$ cat src/rtl/lss_pkg.sv
// Shared types and constants for the LIFO stack with search
package lss_pkg;

	localparam int unsigned DATA_W = 32;

	typedef enum logic [1:0] {
		MODE_PUSH    = 2'd0,
		MODE_POP     = 2'd1,
		MODE_DISPLAY = 2'd2,
		MODE_SEARCH  = 2'd3
	} mode_t;

	typedef enum logic [1:0] {
		ST_OK    = 2'd0,
		ST_EMPTY = 2'd1,
		ST_FULL  = 2'd2
	} status_t;

	typedef enum logic [1:0] {
		S_IDLE,
		S_DISP,
		S_SRCH
	} state_t;

	typedef enum logic [1:0] {
		CELL_HOLD,
		CELL_PUSH,
		CELL_POP,
		CELL_ROT
	} cell_op_t;

	typedef struct packed {
		cell_op_t op;
		logic     wrap;
	} cell_ctl_t;

endpackage

$ cat src/rtl/lss_cell.sv
// One stack cell: holds a word, shifts it towards or away from the top, or rotates
module lss_cell (
	input  logic                                clk,
	input  lss_pkg::cell_ctl_t                  ctl,
	input  logic signed [lss_pkg::DATA_W-1:0]   upper,
	input  logic signed [lss_pkg::DATA_W-1:0]   lower,
	input  logic signed [lss_pkg::DATA_W-1:0]   top,
	output logic signed [lss_pkg::DATA_W-1:0]   word
);

	logic signed [lss_pkg::DATA_W-1:0] word_q;

	always_ff @(posedge clk) begin
		unique case (ctl.op)
			lss_pkg::CELL_HOLD: word_q <= word_q;
			lss_pkg::CELL_PUSH: word_q <= upper;
			lss_pkg::CELL_POP:  word_q <= lower;
			lss_pkg::CELL_ROT:  word_q <= ctl.wrap ? top : lower;
		endcase
	end

	assign word = word_q;

endmodule

$ cat src/rtl/lifo_stack_with_search.sv
// LIFO stack with search: push and pop shift the cell chain; display and search rotate it.
// Push, pop and any request on an empty stack: one result, registered, in the cycle after the request.
// Display of n entries: busy while the entries rotate through the top cell, one result a cycle.
// Search of n entries: one compare at the top cell a cycle while busy, then one result.
// The receiver cannot stall; each result is shown for one cycle with valid high.
// Reset clears the entry count and control state; the stored words stay undefined until pushed.
module lifo_stack_with_search #(
	parameter int unsigned DEPTH = 16
) (
	input  logic                                clk,
	input  logic                                arst_n,
	input  logic                                start,
	output logic                                busy,
	input  logic [1:0]                          mode,
	input  logic signed [lss_pkg::DATA_W-1:0]   value,
	output logic                                valid,
	output logic [1:0]                          status,
	output logic                                found,
	output logic signed [lss_pkg::DATA_W-1:0]   data,
	output logic                                last
);

	localparam int unsigned CW = $clog2(DEPTH + 1);

	lss_pkg::state_t                    state_q, state_n;
	logic [CW-1:0]                      count_q, count_n;
	logic [CW-1:0]                      left_q, left_n;
	logic                               hit_q, hit_n;
	logic signed [lss_pkg::DATA_W-1:0]  key_q;
	lss_pkg::cell_op_t                  cell_op;
	logic                               accept;
	logic                               match;

	logic                               emit;
	lss_pkg::status_t                   status_n;
	logic                               found_n;
	logic signed [lss_pkg::DATA_W-1:0]  data_n;
	logic                               last_n;

	logic                               valid_q;
	lss_pkg::status_t                   status_q;
	logic                               found_q;
	logic signed [lss_pkg::DATA_W-1:0]  data_q;
	logic                               last_q;

	logic signed [lss_pkg::DATA_W-1:0]  word_w [DEPTH];
	lss_pkg::cell_ctl_t                 ctl_w  [DEPTH];

	// cell 0 is the top of the stack
	for (genvar g = 0; g < DEPTH; g++) begin : g_cell
		logic signed [lss_pkg::DATA_W-1:0] upper_w;
		logic signed [lss_pkg::DATA_W-1:0] lower_w;

		if (g == 0) begin : g_top
			assign upper_w = value;
		end else begin : g_mid
			assign upper_w = word_w[g-1];
		end

		if (g == DEPTH - 1) begin : g_bot
			assign lower_w = '0;
		end else begin : g_up
			assign lower_w = word_w[g+1];
		end

		assign ctl_w[g].op   = cell_op;
		assign ctl_w[g].wrap = (count_q == CW'(g + 1));

		lss_cell u_cell (
			.clk   (clk),
			.ctl   (ctl_w[g]),
			.upper (upper_w),
			.lower (lower_w),
			.top   (word_w[0]),
			.word  (word_w[g])
		);
	end

	assign busy   = (state_q != lss_pkg::S_IDLE);
	assign accept = start && !busy;
	assign match  = hit_q || (word_w[0] == key_q);

	always_comb begin
		state_n  = state_q;
		count_n  = count_q;
		left_n   = left_q;
		hit_n    = hit_q;
		cell_op  = lss_pkg::CELL_HOLD;
		emit     = 1'b0;
		status_n = lss_pkg::ST_OK;
		found_n  = 1'b0;
		data_n   = '0;
		last_n   = 1'b1;
		unique case (state_q)
			lss_pkg::S_IDLE: begin
				if (accept) begin
					unique case (lss_pkg::mode_t'(mode))
						lss_pkg::MODE_PUSH: begin
							emit = 1'b1;
							if (count_q == CW'(DEPTH)) begin
								status_n = lss_pkg::ST_FULL;
							end else begin
								cell_op = lss_pkg::CELL_PUSH;
								count_n = count_q + CW'(1);
							end
						end
						lss_pkg::MODE_POP: begin
							emit = 1'b1;
							if (count_q == '0) begin
								status_n = lss_pkg::ST_EMPTY;
							end else begin
								cell_op = lss_pkg::CELL_POP;
								count_n = count_q - CW'(1);
							end
						end
						lss_pkg::MODE_DISPLAY: begin
							if (count_q == '0) begin
								emit     = 1'b1;
								status_n = lss_pkg::ST_EMPTY;
							end else begin
								left_n  = count_q;
								state_n = lss_pkg::S_DISP;
							end
						end
						lss_pkg::MODE_SEARCH: begin
							if (count_q == '0) begin
								emit     = 1'b1;
								status_n = lss_pkg::ST_EMPTY;
							end else begin
								left_n  = count_q;
								hit_n   = 1'b0;
								state_n = lss_pkg::S_SRCH;
							end
						end
					endcase
				end
			end
			lss_pkg::S_DISP: begin
				emit    = 1'b1;
				data_n  = word_w[0];
				last_n  = (left_q == CW'(1));
				cell_op = lss_pkg::CELL_ROT;
				left_n  = left_q - CW'(1);
				if (left_q == CW'(1)) begin
					state_n = lss_pkg::S_IDLE;
				end
			end
			lss_pkg::S_SRCH: begin
				cell_op = lss_pkg::CELL_ROT;
				left_n  = left_q - CW'(1);
				hit_n   = match;
				if (left_q == CW'(1)) begin
					emit    = 1'b1;
					found_n = match;
					state_n = lss_pkg::S_IDLE;
				end
			end
			default: begin
				state_n = lss_pkg::S_IDLE;
			end
		endcase
	end

	always_ff @(posedge clk or negedge arst_n) begin
		if (!arst_n) begin
			state_q <= lss_pkg::S_IDLE;
			count_q <= '0;
			left_q  <= '0;
			hit_q   <= 1'b0;
			valid_q <= 1'b0;
		end else begin
			state_q <= state_n;
			count_q <= count_n;
			left_q  <= left_n;
			hit_q   <= hit_n;
			valid_q <= emit;
		end
	end

	always_ff @(posedge clk) begin
		if (accept) begin
			key_q <= value;
		end
		status_q <= status_n;
		found_q  <= found_n;
		data_q   <= data_n;
		last_q   <= last_n;
	end

	assign valid  = valid_q;
	assign status = status_q;
	assign found  = found_q;
	assign data   = data_q;
	assign last   = last_q;

	a_count_range: assert property (@(posedge clk) disable iff (!arst_n)
		count_q <= CW'(DEPTH))
		else $error("entry count beyond depth");

	a_full_refused: assert property (@(posedge clk) disable iff (!arst_n)
		accept && (mode == lss_pkg::MODE_PUSH) && (count_q == CW'(DEPTH))
		|=> valid && (status == lss_pkg::ST_FULL) && $stable(count_q))
		else $error("push to full stack not refused");

	a_single_result: assert property (@(posedge clk) disable iff (!arst_n)
		accept && ((mode == lss_pkg::MODE_PUSH) || (mode == lss_pkg::MODE_POP))
		|=> valid && last)
		else $error("push or pop result missing");

	a_last_idle: assert property (@(posedge clk) disable iff (!arst_n)
		valid && last |-> !busy)
		else $error("final result while still busy");

endmodule

$ cat config.mk
export PLATFORM = sky130hd
export DESIGN_NAME = lifo_stack_with_search
export DESIGN_NICKNAME = d
export VERILOG_FILES = /design/src/rtl/lss_pkg.sv /design/src/rtl/lss_cell.sv /design/src/rtl/lifo_stack_with_search.sv
export SDC_FILE = /design/constraint.sdc
export NUM_CORES = 1
export LEC_CHECK = 0
export BUFFER_PORTS_ARGS = -buffer_cell sky130_fd_sc_hd__buf_2
export CAP_MARGIN = 30
export CORE_AREA = 3 3 252 254
export CTS_BUF_LIST = sky130_fd_sc_hd__clkbuf_4 sky130_fd_sc_hd__clkbuf_8
export DETAILED_ROUTE_END_ITERATION = 7
export DIE_AREA = 0 0 255 257
export PLACE_DENSITY_LB_ADDON = 0.3
export SYNTH_ARGS = -nofsm -noshare
export SYNTH_HDL_FRONTEND = slang
export SYNTH_SLANG_ARGS = --single-unit
export TNS_END_PERCENT = 50
$ cat constraint.sdc
create_clock -name clk -period 35 [get_ports clk]
set_clock_uncertainty 0.05 [all_clocks]
set_input_delay 8.75 -clock clk [delete_from_list [all_inputs] [get_ports clk]]
set_output_delay 8.75 -clock clk [all_outputs]
set_load 0.1 [all_outputs]
Yosys cells after proc, flatten, opt, wreduce, memory -nomap -nowiden --
Cells that the tools add are included.
Word-level totals: flip-flop bits (word level) 594, output and inout bits 38, input bits 37, logic and storage cells 151
Operators by class: reduce and logical (&&, ||, !) cells 22, bitwise logic cells 1, equal/unequal tests 37, add/subtract/negate cells 3, multiplexer cells 62
Operator list (number):
- case mux 32 bit (3 select lines) | 16
- 2-to-1 mux 32 bit | 16
- equality test 5 x 4 -> 1 bit, second input constant | 8
- equality test 32 bit | 1
- 2-to-1 mux 5 bit | 5
- equality test 5 x 3 -> 1 bit, second input constant | 4
- case mux 2 bit (2 select lines) | 5
- case mux 5 bit (2 select lines) | 2
- 2-to-1 mux 2 bit | 7
- != test 2 bit, second input constant | 6
- equality test 2 bit, second input constant | 5
- equality test 5 x 1 -> 1 bit, second input constant | 2
- equality test 5 x 2 -> 1 bit, second input constant | 2
- AND reduction 5 bit | 2
- subtractor 5 x 1 -> 5 bit, second input constant | 2
- 2-to-1 mux 1 bit | 8
- AND reduction 4 bit | 2
- nonzero test 2 bit | 4
- equality test 2 x 1 -> 1 bit, second input constant | 3
- logical NOT 2 bit | 3
- != test 3 bit, second input constant | 2
- AND reduction 2 bit | 3
- OR reduction 2 bit | 3
- adder 5 x 1 -> 5 bit, second input constant | 1
- other kinds (11) | 13

Depth between registers and ports, before layout --
depth after elaboration 8, gate-level depth with buffers 11, gate-level depth less buffers 8

Hierarchy --
Synthesis repeated with hierarchy kept, for this count alone.
Unflattened totals: cells, all modules 3207, area total of the unflattened synthesis 34150.3 um^2
Modules (own cells, without submodules):
- lss_cell | area each 1919.3 um^2, sequential area each 960.9 um^2, cells an instance 182, instances 16
- lifo_stack_with_search | area each 3440.8 um^2, sequential area each 2031.9 um^2, cells an instance 295, instances 1

Worst setup path after synthesis --
Ideal clock, no wire load.
path kind input-to-reg, from in start, to reg g_cell[0].u_cell.word_q (netlist bit g_cell[0].u_cell.word[0]), enable pin, setup time 391 ps, arrival 45525 ps, buffers on the path 0, required time 34559 ps, path slack -10966 ps, cell stages on the path 5, cells stage by stage nand2_1 > inv_2 > nand3_1 > o21ai_0 > o21a_1
On the way: word-level cells in the longest chain between the ends 6, elaborated cells between the ends (all ways) 8, those cells by class eq/ne: 2; mux: 2; bitwise: 1; reduce/logical: 3
RTL lines:
- start: declaration | RTL line lifo_stack_with_search.sv:12 | input logic start,
- logical AND 1 bit * | RTL line lifo_stack_with_search.sv:80 | assign accept = start && !busy;
- 2-to-1 mux 2 bit * | RTL line lifo_stack_with_search.sv:96 | if (accept) begin
- case mux 2 bit (2 select lines) * | RTL line lifo_stack_with_search.sv:94 | unique case (state_q)
- equality test 2 bit or logical NOT 2 bit (tied branches) | RTL line lss_cell.sv:14 | unique case (ctl.op)
- != test 2 bit (no source line) or inverter 1 bit (tied branches)
- AND reduction 2 bit (no source line) *
- end signal: assignment | RTL line lss_cell.sv:15 | lss_pkg::CELL_HOLD: word_q <= word_q;
- end signal: assignment | RTL line lss_cell.sv:16 | lss_pkg::CELL_PUSH: word_q <= upper;
- end signal: assignment | RTL line lss_cell.sv:17 | lss_pkg::CELL_POP: word_q <= lower;
- end: declaration | RTL line lss_cell.sv:11 | logic signed [lss_pkg::DATA_W-1:0] word_q;
Mark *: on every way between the ends. The rest lies on a longest branch, timed or not. A chain may end at the register's enable or synchronous reset.

Worst setup path after layout --
from in mode[1], to reg g_cell[7].u_cell.word_q (netlist bit g_cell[7].u_cell.word[17]), enable pin
On the way: word-level cells in the longest chain between the ends 5, elaborated cells between the ends (all ways) 6, those cells by class eq/ne: 1; mux: 3; reduce/logical: 2
RTL lines:
- start: declaration | RTL line lifo_stack_with_search.sv:14 | input logic [1:0] mode,
- equality test 2 x 1 -> 1 bit or logical NOT 2 bit (tied branches) | RTL line lifo_stack_with_search.sv:97 | unique case (lss_pkg::mode_t'(mode))
- case mux 2 bit (2 select lines) * | RTL line lifo_stack_with_search.sv:97
- 2-to-1 mux 2 bit * | RTL line lifo_stack_with_search.sv:96
- case mux 2 bit (2 select lines) * | RTL line lifo_stack_with_search.sv:94
- logical NOT 2 bit * | RTL line lss_cell.sv:14
- end signal: assignment | RTL line lss_cell.sv:15
- end signal: assignment | RTL line lss_cell.sv:16
- end signal: assignment | RTL line lss_cell.sv:17
- end: declaration | RTL line lss_cell.sv:11
Marked as above.

==> results by group <==
Timing
  – Hold Fails Final Rpt: 0
  – Max-slew headroom: 0.318
  – Fmax: roughly 83 MHz
  – RSZ-0062 raised after global routing: false
  – Final period util: 0.344
  – Final setup viols: 0
  – Tmin final: approximately 12 ns
  – Worst Max-Slew Pin Slew: around 1.0 ns
  – Setup_tns: 0 ns
  – Fin. max-slew vios: 0
  – Setup WS post-layout: approximately 23 ns
  – Hold slack: 0.511 ns

Synthesis
  – Sequential fraction of the synthesis area: 0.569
  – Mapped Cells: between 2000 and 2500
  – Synth cell types: 51
  – Mean Syn Cell Area: 12.6 µm²
  – Register bit total from synthesis: 594
  – Asr flop ratio synth: 0.0236
  – Synth warn: 0
  – Post-Syn Area: 0.0306 mm²
  – Syn nets: 2477
  – Most used DFF post-synth: edfxtp_1
  – EDFF count, synth: 544

GRT
  – Vias in the first global route: 20000
  – GRT overflow: 0
  – First-pass GRT wire length: 119000 µm
  – Tot GR Track Use: 0.230
  – Largest net degree at the start of global routing: 176
  – Initial antenna violation count: 2

Clock network
  – Total CTS buffers: 101
  – Cts hold-fix bufs: 0
  – Reg clk slew, reported paths: ~0.06 ns
  – Setup bufs post-CTS: 0
  – Max clock buf depth: 3
  – CTS root buf: clkbuf_8
  – Post-CTS sizing: 0
  – CTS tree: yes
  – Worst-skew pair later-pin latency: 0.69 ns
  – CTS H-Tree Depth: 3
  – CTS Sinks: 594

Power and ir drop
  – Power share of the sequential group: 0.449
  – Gate power share: 0.395
  – PwrDens: 121 mW/mm²
  – Max IR drop VDD: 0.000107 V
  – Static Leak: 11.2 nW
  – Switching part of the total power: 0.406
  – Clock power frac: 0.156
  – Internal Power: 0.00238 W
  – Total Power: 0.00400 W
  – Switching pwr: roughly 0.0016 W

Hold path
  – Hold Crit Class: flip-flop to flip-flop

Setup path
  – CP startpoint kind: primary input
  – Slowest Stage Delay on Critical Path: 0.70 ns
  – WP data required: between 30 and 40 ns
  – Critical path arrival: around 12 ns
  – Worst Path Max Fanout: between 150 and 200
  – Critical-path top delay cell: buf_12
  – Most common cell on crit path: buf_4
  – Crit path cell chain: buf_2, inv_1, ha_1, and3_4, o21bai_4, o21ai_4, buf_12, buf_4, buf_16, buf_4
  – Crit end category: flip-flop
  – Critical path class: primary input to flip-flop

Floorplanning
  – Die area: 0.0655 mm²
  – Die width: 255 µm
  – Initial Util: 0.498
  – # rows: 91
  – Die Height: around 260 µm
  – Top Ports: 75
  – Core area: just over 0.06 mm²

Route
  – Routed Antenna Nets: 0
  – Routed Wire Length: 76300 µm
  – DR iter-0 viols: 2519
  – Vias per cell: 6.44
  – Avg WL per Cell: between 20 and 25 µm
  – DR pass1 iterations: 6
  – # DRC: 0
  – Routed via count: 20900

Place
  – PortBufs: 74
  – Hpwl dp: 41700 µm
  – Pre-CTS setup slack: 22.27 ns
  – Area after DPL: around 0.031 mm²
  – GP Congestion: 0.772

Finish
  – Fillers: ~5100
  – Final net count: roughly 2400
  – Final instance area: 0.0332 mm²
  – Area growth, synth to finish: 8.40%
  – Layout cells sized above 1: 0.137
  – Most frequent cells in the layout: 544 x edfxtp_1, 420 x mux2i_1, 415 x a22oi_1
  – Most common cell after layout, fill and taps aside: edfxtp_1

Run status
  – Outcome: completed

Run
  – Max Cap Viol: 0
[Yosys cell counts, drive strengths merged, types with 3 or more instances]
library cell | number | share of area
a21oi | 12 | 0.0020
a22o | 32 | 0.0092
a22oi | 415 | 0.10
and2 | 37 | 0.0076
and3 | 7 | 0.0018
buf | 157 | 0.030
clkbuf | 117 | 0.015
dfrtp | 14 | 0.011
dfxtp | 36 | 0.024
edfxtp | 544 | 0.53
ha | 17 | 0.0069
inv | 15 | 0.0018
mux2 | 64 | 0.024
mux2i | 420 | 0.14
nand2 | 15 | 0.0018
nand3 | 6 | 0.00098
nand4 | 8 | 0.0016
nor2 | 13 | 0.0016
nor3 | 3 | 0.00049
nor4 | 3 | 0.00061
nor4b | 3 | 0.00086
o21ai | 425 | 0.069
xnor2 | 33 | 0.0094
xor2 | 3 | 0.00086
[cell families (layout without fill, tap and decap cells)]
logic type | Yosys count | in the layout | share of synthesized area
muxes | 484 | 484 | 0.161
xor gates and xnor gates | 36 | 36 | 0.0103
and+or+nand+nor | 107 | 107 | 0.0206
adders and majority gates | 17 | 17 | 0.00695
buffers and inverters | 289 | 317 | 0.0463
other | 0 | 1 | 0
AOI/OAI and AO/OA | 896 | 896 | 0.186
DFF | 594 | 594 | 0.569
[worst max-delay path: cells and delay by family]
family | cells | cell delay (ns)
AO/OA/AOI/OAI | 2 | 0.19
adder cells (fa/ha/maj) | 1 | 0.43
AND/OR/NAND/NOR | 1 | 0.32
buffers and inverters | 6 | 2.44
[power by group through the flow]
stage,combinational (W),clock (W),sequential (W)
6_report,0.00158,0.000625,0.00180
5_1_grt,0.00175,0.000670,0.00185
4_1_cts,0.00158,0.000638,0.00179
3_5_place_dp,0.00158,0,0.00180
3_3_place_gp,0.00148,0,0.00178
2_1_floorplan,0.00126,0,0.00206
[metrics by stage]
stage / utilization / instances
final: 0.540 / 3242
after global routing: 0.540 / 3241
after CTS: 0.539 / 3239
after detailed placement: 0.506 / 3055
after global placement: 0.503 / 3047
after floorplan: - / 2423
[final timing paths]
kind / endpoint / depth (start not counted) / from / slack [ns]
setup / recovery: g_cell[7].u_cell.word[17] / 10 / mode[1] / 22.98
hold / removal: g_cell[1].u_cell.word[30] / 1 / g_cell[2].u_cell.word[30] / 0.51
setup reg to reg: g_cell[6].u_cell.word[24] / 11 / count_q[0] / 30.31
hold reg to reg: g_cell[1].u_cell.word[30] / 1 / g_cell[2].u_cell.word[30] / 0.51
max in group asynchronous: count_q[4] / 1 / arst_n / 26.70
min in group asynchronous: left_q[3] / 1 / arst_n / 7.93
[cell type report]
class                      instances  area [µm²]  share of cell area
clock inverter                    38         200             0.00603
multi-input combinational       1540       11900               0.357
tap                              790         988              0.0298
timing repair buffer             118         876              0.0264
clock buffer                     146        1800              0.0543
inverter                          15        56.3             0.00170
sequential                       594       17400               0.524
antenna                            1        2.50           0.0000754
[state kept, by name, summed over array words and instances (netlist names)]
name	flops
status	2
left_q	5
count_q	5
key_q	32
state_q	2
g_cell.u_cell.word	512
data	32
found	1
hit_q	1
last	1
valid	1
[layer usage]
| metal | track usage | part of all wire |
|---|---|---|
| met5 | 0 | 0.00017 |
| met4 | 0.0686 | 0.020 |
| met3 | 0.0361 | 0.070 |
| met2 | 0.341 | 0.45 |
| met1 | 0.348 | 0.46 |
Note: power is estimated with default switching activity, not from simulation.
